==> src/isdc_pkg.sv <==
// ---------------------------------------------------------------------------
// Step-distance correlation: shared package
// Widths, payload structs, datapath command codes and control structs.
// ---------------------------------------------------------------------------
`default_nettype none

package isdc_pkg;

   localparam int COORD_BITS = 20;
   localparam int MAX_POINTS = 64;
   localparam int PTS_W      = $clog2(MAX_POINTS + 1);
   localparam int COUNT_W    = 7;
   localparam int STEP_W     = COORD_BITS + 1;
   localparam int SUM_STEP_W = 40;
   localparam int SUM_W      = 64;
   localparam int FRAC_BITS  = 14;
   localparam int CORR_W     = 16;
   localparam int CORR_ONE   = 1 << FRAC_BITS;
   localparam int WIDE_W     = 2 * SUM_STEP_W + FRAC_BITS + 2;
   localparam int MUL_W      = 32;
   localparam int RAD_W      = 64;
   localparam int ROOT_W     = RAD_W / 2;
   localparam int NORM_TOP   = RAD_W - 2;
   localparam int SQ_ITER_W  = $clog2(ROOT_W);
   localparam int SH_W       = $clog2(WIDE_W);
   localparam int DIV_W      = $clog2(FRAC_BITS + 1);
   localparam int OP_W       = 5;
   localparam int IDX_W      = 3;

   localparam logic [OP_W-1:0] OP_NOP          = 5'd0;
   localparam logic [OP_W-1:0] OP_CAPTURE      = 5'd1;
   localparam logic [OP_W-1:0] OP_START        = 5'd2;
   localparam logic [OP_W-1:0] OP_FULL         = 5'd3;
   localparam logic [OP_W-1:0] OP_SQX          = 5'd4;
   localparam logic [OP_W-1:0] OP_SQY          = 5'd5;
   localparam logic [OP_W-1:0] OP_RT_LOAD_STEP = 5'd6;
   localparam logic [OP_W-1:0] OP_RT_RUN       = 5'd7;
   localparam logic [OP_W-1:0] OP_KEEP_STEP    = 5'd8;
   localparam logic [OP_W-1:0] OP_PROD         = 5'd9;
   localparam logic [OP_W-1:0] OP_ACC          = 5'd10;
   localparam logic [OP_W-1:0] OP_MUL_LOAD     = 5'd11;
   localparam logic [OP_W-1:0] OP_MUL_RUN      = 5'd12;
   localparam logic [OP_W-1:0] OP_KEEP_W1      = 5'd13;
   localparam logic [OP_W-1:0] OP_VAR          = 5'd14;
   localparam logic [OP_W-1:0] OP_NORM         = 5'd15;
   localparam logic [OP_W-1:0] OP_RT_LOAD_WIDE = 5'd16;
   localparam logic [OP_W-1:0] OP_KEEP_ROOT    = 5'd17;
   localparam logic [OP_W-1:0] OP_NUM          = 5'd18;
   localparam logic [OP_W-1:0] OP_DMUL         = 5'd19;
   localparam logic [OP_W-1:0] OP_SCALE        = 5'd20;
   localparam logic [OP_W-1:0] OP_DIV_SAT      = 5'd21;
   localparam logic [OP_W-1:0] OP_DIV_RUN      = 5'd22;
   localparam logic [OP_W-1:0] OP_EMIT         = 5'd23;

   // step product selects
   localparam logic [IDX_W-1:0] PROD_CROSS = 3'd0;
   localparam logic [IDX_W-1:0] PROD_LAND  = 3'd1;
   localparam logic [IDX_W-1:0] PROD_PLAN  = 3'd2;

   // wide product selects, in evaluation order
   localparam logic [IDX_W-1:0] MUL_N_LQ  = 3'd0;
   localparam logic [IDX_W-1:0] MUL_LS_LS = 3'd1;
   localparam logic [IDX_W-1:0] MUL_N_PQ  = 3'd2;
   localparam logic [IDX_W-1:0] MUL_PS_PS = 3'd3;
   localparam logic [IDX_W-1:0] MUL_N_CR  = 3'd4;
   localparam logic [IDX_W-1:0] MUL_LS_PS = 3'd5;

   typedef struct packed {
      logic                         action;
      logic signed [COORD_BITS-1:0] landmark_x;
      logic signed [COORD_BITS-1:0] landmark_y;
      logic signed [COORD_BITS-1:0] floor_x;
      logic signed [COORD_BITS-1:0] floor_y;
   } req_type;

   typedef struct packed {
      logic signed [CORR_W-1:0] corr_value;
      logic                     corr_defined;
      logic                     passes_threshold;
      logic [COUNT_W-1:0]       point_count;
      logic                     saturated;
   } rsp_type;

   typedef struct packed {
      logic [OP_W-1:0]  op;
      logic [IDX_W-1:0] idx;
   } cmd_type;

   typedef struct packed {
      logic is_start;
      logic is_full;
      logic rt_last;
      logic mul_done;
      logic var_pos;
      logic norm_done;
      logic div_big;
      logic div_last;
      logic rsp_busy;
   } status_type;

endpackage

`default_nettype wire

==> src/isdc_ctrl.sv <==
// ---------------------------------------------------------------------------
// Step-distance correlation: controller
// Sequences step measurement, sum update and the correlation evaluation.
// ---------------------------------------------------------------------------
`default_nettype none

module isdc_ctrl import isdc_pkg::*; (
   input  logic       clock,
   input  logic       reset,
   input  logic       req_valid,
   output logic       req_ready,
   input  status_type status,
   output cmd_type    cmd
);

   localparam logic [4:0] S_IDLE   = 5'd0;
   localparam logic [4:0] S_DECIDE = 5'd1;
   localparam logic [4:0] S_SQX    = 5'd2;
   localparam logic [4:0] S_SQY    = 5'd3;
   localparam logic [4:0] S_RTLD   = 5'd4;
   localparam logic [4:0] S_RTRUN  = 5'd5;
   localparam logic [4:0] S_KEEP   = 5'd6;
   localparam logic [4:0] S_PROD0  = 5'd7;
   localparam logic [4:0] S_PROD1  = 5'd8;
   localparam logic [4:0] S_PROD2  = 5'd9;
   localparam logic [4:0] S_ACC    = 5'd10;
   localparam logic [4:0] S_MLD    = 5'd11;
   localparam logic [4:0] S_MRUN   = 5'd12;
   localparam logic [4:0] S_KEEPW  = 5'd13;
   localparam logic [4:0] S_VAR    = 5'd14;
   localparam logic [4:0] S_NORM   = 5'd15;
   localparam logic [4:0] S_RTWL   = 5'd16;
   localparam logic [4:0] S_RTRUN2 = 5'd17;
   localparam logic [4:0] S_KEEPR  = 5'd18;
   localparam logic [4:0] S_NUM    = 5'd19;
   localparam logic [4:0] S_DMUL   = 5'd20;
   localparam logic [4:0] S_SCALE  = 5'd21;
   localparam logic [4:0] S_DCHK   = 5'd22;
   localparam logic [4:0] S_DIV    = 5'd23;
   localparam logic [4:0] S_EMIT   = 5'd24;

   logic [4:0]       state_ff, state_in;
   logic             side_ff, side_in;
   logic [IDX_W-1:0] mi_ff, mi_in;
   logic             def_ff, def_in;

   always_comb begin
      state_in  = state_ff;
      side_in   = side_ff;
      mi_in     = mi_ff;
      def_in    = def_ff;
      req_ready = 1'b0;
      cmd.op    = OP_NOP;
      cmd.idx   = '0;
      case (state_ff)
         S_IDLE: begin
            req_ready = 1'b1;
            if (req_valid) begin
               cmd.op   = OP_CAPTURE;
               state_in = S_DECIDE;
            end
         end
         S_DECIDE: begin
            side_in = 1'b0;
            mi_in   = MUL_N_LQ;
            if (status.is_start) begin
               cmd.op   = OP_START;
               state_in = S_MLD;
            end else if (status.is_full) begin
               cmd.op   = OP_FULL;
               state_in = S_MLD;
            end else begin
               state_in = S_SQX;
            end
         end
         S_SQX: begin
            cmd.op   = OP_SQX;
            cmd.idx  = IDX_W'(side_ff);
            state_in = S_SQY;
         end
         S_SQY: begin
            cmd.op   = OP_SQY;
            cmd.idx  = IDX_W'(side_ff);
            state_in = S_RTLD;
         end
         S_RTLD: begin
            cmd.op   = OP_RT_LOAD_STEP;
            state_in = S_RTRUN;
         end
         S_RTRUN: begin
            cmd.op = OP_RT_RUN;
            if (status.rt_last) begin
               state_in = S_KEEP;
            end
         end
         S_KEEP: begin
            cmd.op  = OP_KEEP_STEP;
            cmd.idx = IDX_W'(side_ff);
            if (!side_ff) begin
               side_in  = 1'b1;
               state_in = S_SQX;
            end else begin
               state_in = S_PROD0;
            end
         end
         S_PROD0: begin
            cmd.op   = OP_PROD;
            cmd.idx  = PROD_CROSS;
            state_in = S_PROD1;
         end
         S_PROD1: begin
            cmd.op   = OP_PROD;
            cmd.idx  = PROD_LAND;
            state_in = S_PROD2;
         end
         S_PROD2: begin
            cmd.op   = OP_PROD;
            cmd.idx  = PROD_PLAN;
            state_in = S_ACC;
         end
         S_ACC: begin
            cmd.op   = OP_ACC;
            state_in = S_MLD;
         end
         S_MLD: begin
            cmd.op   = OP_MUL_LOAD;
            cmd.idx  = mi_ff;
            state_in = S_MRUN;
         end
         S_MRUN: begin
            cmd.op = OP_MUL_RUN;
            if (status.mul_done) begin
               case (mi_ff)
                  MUL_LS_LS, MUL_PS_PS: state_in = S_VAR;
                  MUL_LS_PS:            state_in = S_NUM;
                  default:              state_in = S_KEEPW;
               endcase
            end
         end
         S_KEEPW: begin
            cmd.op   = OP_KEEP_W1;
            mi_in    = mi_ff + IDX_W'(1);
            state_in = S_MLD;
         end
         S_VAR: begin
            if (status.var_pos) begin
               cmd.op   = OP_VAR;
               state_in = S_NORM;
            end else begin
               def_in   = 1'b0;
               state_in = S_EMIT;
            end
         end
         S_NORM: begin
            cmd.op = OP_NORM;
            if (status.norm_done) begin
               state_in = S_RTWL;
            end
         end
         S_RTWL: begin
            cmd.op   = OP_RT_LOAD_WIDE;
            state_in = S_RTRUN2;
         end
         S_RTRUN2: begin
            cmd.op = OP_RT_RUN;
            if (status.rt_last) begin
               state_in = S_KEEPR;
            end
         end
         S_KEEPR: begin
            cmd.op   = OP_KEEP_ROOT;
            cmd.idx  = IDX_W'(mi_ff == MUL_PS_PS);
            mi_in    = mi_ff + IDX_W'(1);
            state_in = S_MLD;
         end
         S_NUM: begin
            cmd.op   = OP_NUM;
            state_in = S_DMUL;
         end
         S_DMUL: begin
            cmd.op   = OP_DMUL;
            state_in = S_SCALE;
         end
         S_SCALE: begin
            cmd.op   = OP_SCALE;
            state_in = S_DCHK;
         end
         S_DCHK: begin
            def_in = 1'b1;
            if (status.div_big) begin
               cmd.op   = OP_DIV_SAT;
               state_in = S_EMIT;
            end else begin
               state_in = S_DIV;
            end
         end
         S_DIV: begin
            cmd.op = OP_DIV_RUN;
            if (status.div_last) begin
               state_in = S_EMIT;
            end
         end
         S_EMIT: begin
            if (!status.rsp_busy) begin
               cmd.op   = OP_EMIT;
               cmd.idx  = IDX_W'(def_ff);
               state_in = S_IDLE;
            end
         end
         default: begin
            state_in = S_IDLE;
         end
      endcase
   end

   always_ff @(posedge clock) begin
      if (reset) begin
         state_ff <= S_IDLE;
         side_ff  <= 1'b0;
         mi_ff    <= '0;
         def_ff   <= 1'b0;
      end else begin
         state_ff <= state_in;
         side_ff  <= side_in;
         mi_ff    <= mi_in;
         def_ff   <= def_in;
      end
   end

endmodule

`default_nettype wire

==> config.mk <==
export PLATFORM = sky130hd
export DESIGN_NAME = isdc_ctrl
export DESIGN_NICKNAME = d
export VERILOG_FILES = /design/src/isdc_pkg.sv /design/src/isdc_ctrl.sv
export SDC_FILE = /design/constraint.sdc
export NUM_CORES = 1
export LEC_CHECK = 0
export ABC_AREA = 1
export BUFFER_PORTS_ARGS = -buffer_cell sky130_fd_sc_hd__buf_2
export CORE_ASPECT_RATIO = 1.5
export CORE_MARGIN = 4
export CORE_UTILIZATION = 53
export CTS_CLUSTER_DIAMETER = 100
export DETAILED_ROUTE_END_ITERATION = 10
export PLACE_DENSITY = 0.75
export SETUP_SLACK_MARGIN = 0.05
export SYNTH_ARGS = -nofsm -noshare
export SYNTH_HDL_FRONTEND = slang
export SYNTH_SLANG_ARGS = --single-unit
==> constraint.sdc <==
create_clock -name clock -period 2.3 [get_ports clock]
set_input_delay 0.46 -clock clock [delete_from_list [all_inputs] [get_ports clock]]
set_output_delay 0.46 -clock clock [all_outputs]
set_load 0.01 [all_outputs]
== Word level (Yosys, flattened, before mapping) ==
Index checks and enable logic that the tools add are counted.

* Muxes and demuxes: 27
* Reduce and logical (&&, ||, !) cells: 12
* $add $sub $neg: 1
* Equality and inequality tests: 35

{| class="wikitable"
|+ Operators with widths
! operator !! count
|-
| case mux 5 bit (23 select lines) || 1
|-
| case mux 5 bit (22 select lines) || 1
|-
| 2-to-1 mux 5 bit || 10
|-
| equality test 5 bit (second input constant) || 9
|-
| equality test 5 x 4 -> 1 bit (second input constant) || 8
|-
| equality test 5 x 3 -> 1 bit (second input constant) || 4
|-
| case mux 3 bit (6 select lines) || 1
|-
| != test 2 bit (second input constant) || 8
|-
| 2-to-1 mux 4 bit || 3
|-
| equality test 5 x 2 -> 1 bit (second input constant) || 2
|-
| case mux 5 bit (2 select lines) || 1
|-
| OR reduction 3 bit || 3
|-
| 2-to-1 mux 8 bit || 1
|-
| AND reduction 7 bit || 1
|-
| case mux 3 bit (2 select lines) || 1
|-
| nonzero test 2 bit || 3
|-
| OR reduction 2 bit || 3
|-
| equality test 5 x 1 -> 1 bit (second input constant) || 1
|-
| zero test 5 bit || 1
|-
| 2-to-1 mux 2 bit || 2
|-
| case mux 1 bit (2 select lines) || 2
|-
| adder 3 x 1 -> 3 bit (second input constant) || 1
|-
| equality test 3 x 1 -> 1 bit (second input constant) || 1
|-
| equality test 3 x 2 -> 1 bit (second input constant) || 1
|-
| 4 further kinds || 6
|}

* Register bits after elaboration: 10
* Output and inout port bits: 9
* Input port bits: 12
* Word-level logic and storage cells: 79

== Logic depth before layout (Yosys ltp) ==
Gate-level depths: netlist (run 1).

* Depth in word-level cells: 5
* Mapped depth: 11
* Mapped depth without buffers: 11

== Worst setup path before layout (run 1) ==
OpenSTA, ideal clock, no wires.

* Path type: input to output
* From: in status[8] in the netlist's numbering
* To: out cmd[4] in the netlist's numbering
* Cell stages on the path: 5
* Data arrival time: 1.224 ns
* Buffers on the path: 0
* Path slack: 0.616 ns
* Required time: 1.840 ns
* Cell sequence: or2_2 nand3_1 nand2_1 nor4_1 nand2_1

{| class="wikitable"
|+ RTL lines
! element !! RTL line !! source
|-
| start: declaration || isdc_ctrl.sv:12 || <nowiki>input status_type status,</nowiki>
|-
| end: declaration || isdc_ctrl.sv:13 || <nowiki>output cmd_type cmd</nowiki>
|}

==> results_dict.tcl, run 1 <==
set metrics [dict create \
    status "finished, final reports clean" \
    clk_latency_ps 260 \
    ys.flop_type "dfxtp_1" \
    ys.warnings.count 0 \
    hp-class "register to register" \
    post-cts-setup-buffer-count 0 \
    end_kind "output pin" \
    timing.rr.start "mi_ff[0]" \
    criticalPathCategory "register to output pin" \
    synth_compound_area_share_pct 10.5 \
    syn-num-nets 236 \
    hold_end "mi_ff[1]" \
    clk_path_buf_depth 2 \
    synth.avg_cell_area_um2 5.68 \
    grt.overflow.total 0 \
    grt_pass1_vias 1392 \
    fmax_mhz 467 \
    synth_fa_ha_area_share_pct 2.99 \
    r2r_end "state_ff[1]" \
    gp_congestion 1.01 \
    htreeDepth 1 \
    slew_viol_final 0 \
    numPortBuffers 20 \
    slew_headroom_pct 73.9 \
    async_flop_share_pct 0 \
    crit_arrival_ps 1680 \
    ios 21 \
    dieArea_um2 3230 \
    muxShareOfSynthArea_pct 0 \
    synth.area.top_cells "nand2_1 (18%), dfxtp_1 (16%), inv_1 (9.3%), nor2_1 (8.4%), nand3_1 (7.2%)" \
    yosys.cell_types.count 30 \
    yosys.area_share.simple_pct 57.5 \
    cts.clk_slew.worst_paths_ps 70 \
    die_y_um 67.6 \
    cts_made_buffers 3 \
    critPathRequiredTime_ps 1840 \
    die_x_um 47.8 \
    first_iter_violations 51 \
    rsz0062_at_grt "yes" \
    tightest_slew_ps 389 \
    antennaDiodeCount 0 \
    skew_ps 7.08 \
    dp.cells 262 \
    p_comb_share_pct 68.0 \
    finalCriticalPeriod_ps 2140 \
    viasPerCell 5.42 \
    syn_to_final_growth_pct 13.7 \
    synth_cells 221 \
    stdcell_count 266 \
    drt_wl_total_um 3500 \
    power_frac_seq_pct 20.0 \
    dp_hpwl_um 2920 \
    clkPwrFrac_pct 12.0 \
    ys_ff_latch 10 \
    p_sw_w 0.000709 \
    drc_errors 0 \
    seq_area_frac_synth_pct 15.9 \
    whs_path_depth 2 \
    synth_top_area_share_pct 17.9 \
    swShare_pct 53.8 \
    placed_cell_area_um2 1370 \
    ctsResizeCount 2 \
    finalHoldWorstSlack_ps 489 \
    grt_max_degree 11 \
    track_usage_pct 25.2 \
    setup_viol 0 \
    power.density_nw_per_um2 922 \
    synth_area_leader_cell "nand2_1" \
    synth_top_family_by_area "simple AND/OR/NAND/NOR gates" \
    hold_viol_final 0 \
    cts_tree "yes" \
    r2r_slack_ps 730 \
    drive_gt1_share_pct 29.2 \
    stdcell_area_um2 1430 \
    wl_per_cell_um 13.2 \
    syn_area_um2 1260 \
    hp-start "mi_ff[1]" \
    antenna_found_initial 0 \
    start_kind "register" \
    path_max_fanout 6 \
    drtPass1Iterations 4 \
    rr_worst_depth 9 \
    path_cells "inv_1 > nand2_2 > inv_1 > nand2_1 > nand2_1 > nor3_1 > nand4_1 > buf_2" \
    intPower_w 0.000609 \
    slowest_delay_ps 390 \
    drt.antenna.violating_nets 0 \
    core-area_um2 2260 \
    vdd.ir_drop.worst_v 0.000489 \
    hold_buffers 0 \
    slowest_stage "dfxtp_2" \
    clock-sinks 10 \
    final_nets 259 \
    num_rows 21 \
    drv_cap 0 \
    clock-root-buffer "clkbuf_4" \
    synth_xor_area_share_pct 0 \
    power_leakage_nw 0.846 \
    min_period_over_period_pct 93.1 \
    start_util_pct 55.6 \
    vias 1442 \
    tns_ps 0 \
    grt_pass1_wl_um 5840 \
    synth_edf_count 0 \
]
[area by class of cell]
type                    count  area [um^2]
inverters                  38          143
repair buffers             21          108
fillers                   236          831
flip-flops and latches     10          209
well taps                  23         28.8
multi-input cells         170          905
clock buffers               4         36.3
[power by group through the flow]
stage	clock (W)	combinational (W)	sequential, W
finish	0.000158	0.000896	0.000264
global route	0.000175	0.000992	0.000269
CTS	0.000164	0.000883	0.000256
detailed placement	0	0.000880	0.000259
global placement	0	0.000889	0.000258
floorplan	0	0.000657	0.000244
[logic make-up after synthesis]
kind of cell | after synthesis
fa+ha+maj | 3
compound gates | 22
simple gates | 145
flops | 10
buf+inv | 41
[how the worst max path moves through the flow]
stage                startpoint      to  slack [ps]  cells past startpoint
floorplan             status[8]  cmd[4]         620                      5
global placement    state_ff[2]  cmd[3]         250                      8
detailed placement  state_ff[2]  cmd[3]         290                      8
CTS                 state_ff[1]  cmd[3]          80                      8
global route        state_ff[0]  cmd[0]          30                      8
finish              state_ff[1]  cmd[5]         160                      8
[sequential cells by signal, summed over array words and instances, names as in the netlist]
register / count
state_ff: 5
mi_ff: 3
side_ff: 1
def_ff: 1
[critical path: cells and delay by family (launching register included)]
| family | cells | cell delay, ps |
|---|---|---|
| and+or+nand+nor | 5 | 720 |
| buffers and inverters | 3 | 300 |
| DFF | 1 | 390 |
[synthesized netlist by cell type (3+ instances only)]
master / number
ha_1: 3
inv_2: 7
nand2_4: 5
nand2_1: 60
nand3_2: 3
nand2_2: 10
o21ai_0: 4
nor3_1: 3
nor2_2: 6
a21oi_1: 11
dfxtp_1: 10
nor2_1: 28
a21oi_2: 3
inv_1: 31
nand3_1: 18
[through the flow]
step | utilization, % | setup WS, ps | total power, W
after floorplan | - | 616 | 0.000901
after detailed placement | 60.6 | 286 | 0.00114
after global placement | 60.6 | 252 | 0.00115
after CTS | 62.4 | 80.7 | 0.00130
final | 63.2 | 159 | 0.00132
after global routing | 63.2 | 27.3 | 0.00144
[layer usage]
layer / part of all wire (%) / vias up / GRT usage (%)
met3: 5.8 / 12 / 1.87
met5: 0 / - / 0
met1: 39 / 635 / 27.3
met2: 52 / 58 / 42.9
li1: - / 737 / -
met4: 4.1 / 0 / 18.2
[placed cells by master, fill, tap and decap left out, drive strengths merged]
cell and n:
o211ai 1, ha 3, nand3 21, dfxtp 10, o2111ai 1, clkbuf 4, a21oi 14, nor3b 1
nor3 3, buf 21, or2 3, nand2 75, a21boi 1, nor4 2, inv 38, nand4 2
nor2 37, o21ai 4, o22ai 1, and2 1
Power figures use the tool's default switching activity.
==> run 2, diff against run 1 <==
--- a/config.mk
+++ b/config.mk
@@ -5,7 +5,6 @@
 export SDC_FILE = /design/constraint.sdc
 export NUM_CORES = 1
 export LEC_CHECK = 0
-export ABC_AREA = 1
 export BUFFER_PORTS_ARGS = -buffer_cell sky130_fd_sc_hd__buf_2
 export CORE_ASPECT_RATIO = 1.5
 export CORE_MARGIN = 4
==> results_dict.tcl, run 2 <==
set metrics [dict create \
    status "finished, final reports clean" \
    die_x_um 48.5 \
    syn_to_final_growth_pct 26.5 \
    top_regs "state_ff (5), mi_ff (3)" \
    fill_cells 189 \
    dp_hpwl_um 2840 \
    p_comb_share_pct 74.3 \
    skew_ps 10.1 \
    tightest_slew_ps 418 \
    clk_path_buf_depth 2 \
    clock-root-buffer "clkbuf_4" \
    antennaDiodeCount 0 \
    track_usage_pct 25.4 \
    viasPerCell 6.67 \
    synth.area.top_cells "dfxtp_1 (15%), a21oi_1 (6.5%), nand2b_1 (5.8%), nand2_1 (4.9%), nand3_1 (4.6%)" \
    synth_cells 185 \
    grt.overflow.total 0 \
    cts_made_buffers 3 \
    layout_setup_ws_ps 26.4 \
    intPower_w 0.000850 \
    hp-class "primary input to register" \
    p_sw_w 0.000822 \
    cts.clk_slew.worst_paths_ps 80 \
    ys_ff_latch 10 \
    synth_area_leader_cell "dfxtp_1" \
    slew_headroom_pct 71.4 \
    syn_area_um2 1300 \
    first_iter_violations 125 \
    drtPass1Iterations 5 \
    tns_ps 0 \
    wl_per_cell_um 17.6 \
    grt_max_degree 26 \
    clock-sinks 10 \
    layout_commonest_cell "buf_4" \
    numPortBuffers 20 \
    placed_cell_area_um2 1450 \
    vdd.ir_drop.worst_v 0.000549 \
    die_y_um 68.7 \
    grt_pass1_wl_um 6800 \
    core-area_um2 2290 \
    syn-num-nets 200 \
    synth_edf_count 0 \
    final_cell_mix "buf_4 (25), buf_2 (20), a21oi_1 (17), nand2_1 (16)" \
    critPathRequiredTime_ps 1840 \
    ios 21 \
    ys.flop_type "dfxtp_1" \
    htreeDepth 1 \
    setup_viol 0 \
    crit_arrival_ps 1810 \
    hold_buffers 0 \
    drv_cap 0 \
    end_kind "output pin" \
    synth_top_area_share_pct 15.4 \
    finalHoldWorstSlack_ps 482 \
    clk_latency_ps 280 \
    fmax_mhz 440 \
    hold_viol_final 0 \
    power_frac_seq_pct 15.4 \
    synthTopCellsByCount "a21oi_1 (17), nand2_1 (17), nor2_1 (13)" \
    drt.antenna.violating_nets 0 \
    yosys.cell_types.count 52 \
    multi_input_area_um2 997 \
    min_period_over_period_pct 98.9 \
    drive_gt1_share_pct 36.0 \
    swShare_pct 49.2 \
    vias 1634 \
    top_register "state_ff" \
    gp_congestion 0.959 \
    post-place-ws_ps 195 \
    start_util_pct 56.9 \
    seq_area_um2 209 \
    largest_reg_flops 5 \
    antenna_found_initial 0 \
    dieArea_um2 3330 \
    stdcell_area_um2 1650 \
    power_leakage_nw 0.652 \
    async_flop_share_pct 0 \
    slew_viol_final 0 \
    power.density_nw_per_um2 1020 \
    path_max_fanout 7 \
    start_kind "register" \
    grt_pass1_vias 1543 \
    num_rows 21 \
    drt_wl_total_um 4320 \
    drc_errors 0 \
    rsz0062_at_grt "yes" \
    synth.avg_cell_area_um2 7.03 \
    criticalPathCategory "register to output pin" \
    cts_tree "yes" \
    seq_area_frac_synth_pct 15.4 \
    ys.warnings.count 0 \
    clkPwrFrac_pct 10.3 \
    finalCriticalPeriod_ps 2270 \
    final_nets 238 \
]
[run 2: cell types whose count changed in the layout (fill, tap and decap cells not counted), sizes merged, moves of 5 or more]
| cell | previous run | this run |
|---|---|---|
| nand2 | 75 | 17 |
| inv | 38 | 6 |
| buf | 21 | 50 |
| nor2 | 37 | 13 |
| nand2b | 0 | 12 |
| nand3 | 21 | 12 |
| a211oi | 0 | 6 |
| nor2b | 0 | 6 |
| a31oi | 0 | 5 |
[run 2: final timing paths]
kind	start	to	cells after the start	slack [ps]
max	state_ff[4]	cmd[3]	6	30
min	reset	state_ff[4]	2	480
max reg2reg	state_ff[4]	state_ff[3]	9	300
min reg2reg	mi_ff[1]	mi_ff[1]	2	490
[run 2: per-layer routing]
| metal | vias up | track usage, % | part of all wire (%) |
|---|---|---|---|
| met5 | - | 0 | 0 |
| met4 | 0 | 14.5 | 4.3 |
| met3 | 21 | 3.01 | 9.1 |
| met2 | 117 | 47.7 | 50 |
| met1 | 743 | 27.2 | 37 |
| li1 | 753 | - | - |
[run 2: cell families after synthesis]
group	after synthesis	share of synthesized area, %
and+or+nand+nor	89	39.9
AOI/OAI and AO/OA	59	30.7
buffers and inverters	23	10.5
DFF	10	15.4
adders and majority gates	3	2.88
xor gates and xnor gates	1	0.673
[run 2: timing repair]
item / in CTS / in global routing
pin swaps: 0 / 6
resized for setup: 9 / 12
cloned: 0 / 1
setup buffers: 9 / 4
setup endpoints to repair: 3 / 3
[run 2: area by class of cell]
type / count / area share (%)
sequential: 10 / 12.7
inverter: 6 / 1.37
tap: 23 / 1.75
clock buffer: 4 / 2.20
timing repair buffer: 50 / 21.4
multi-input combinational: 152 / 60.6
[run 2: metrics by stage]
| stage | instances | utilization, % | power (W) |
|---|---|---|---|
| after floorplan | 185 | - | 0.000992 |
| after global placement | 227 | 63.4 | 0.00131 |
| after detailed placement | 227 | 63.4 | 0.00131 |
| after CTS | 240 | 69.0 | 0.00158 |
| after global routing | 245 | 72.0 | 0.00177 |
| final | 245 | 72.0 | 0.00167 |
[run 2: power groups by stage]
stage,logic [W],registers (W),clock network [W]
6_report,0.00124,0.000258,0.000172
5_1_grt,0.00133,0.000260,0.000181
4_1_cts,0.00117,0.000247,0.000170
3_5_place_dp,0.00107,0.000248,0
3_3_place_gp,0.00106,0.000246,0
2_1_floorplan,0.000763,0.000229,0
[run 2: critical path, stage by stage (launching register included)]
cell and delay (ps):
dfxtp_4 390, buf_6 130, nand3b_1 70, nand2_1 50, a32o_2 250, or4_1 490
buf_2 150
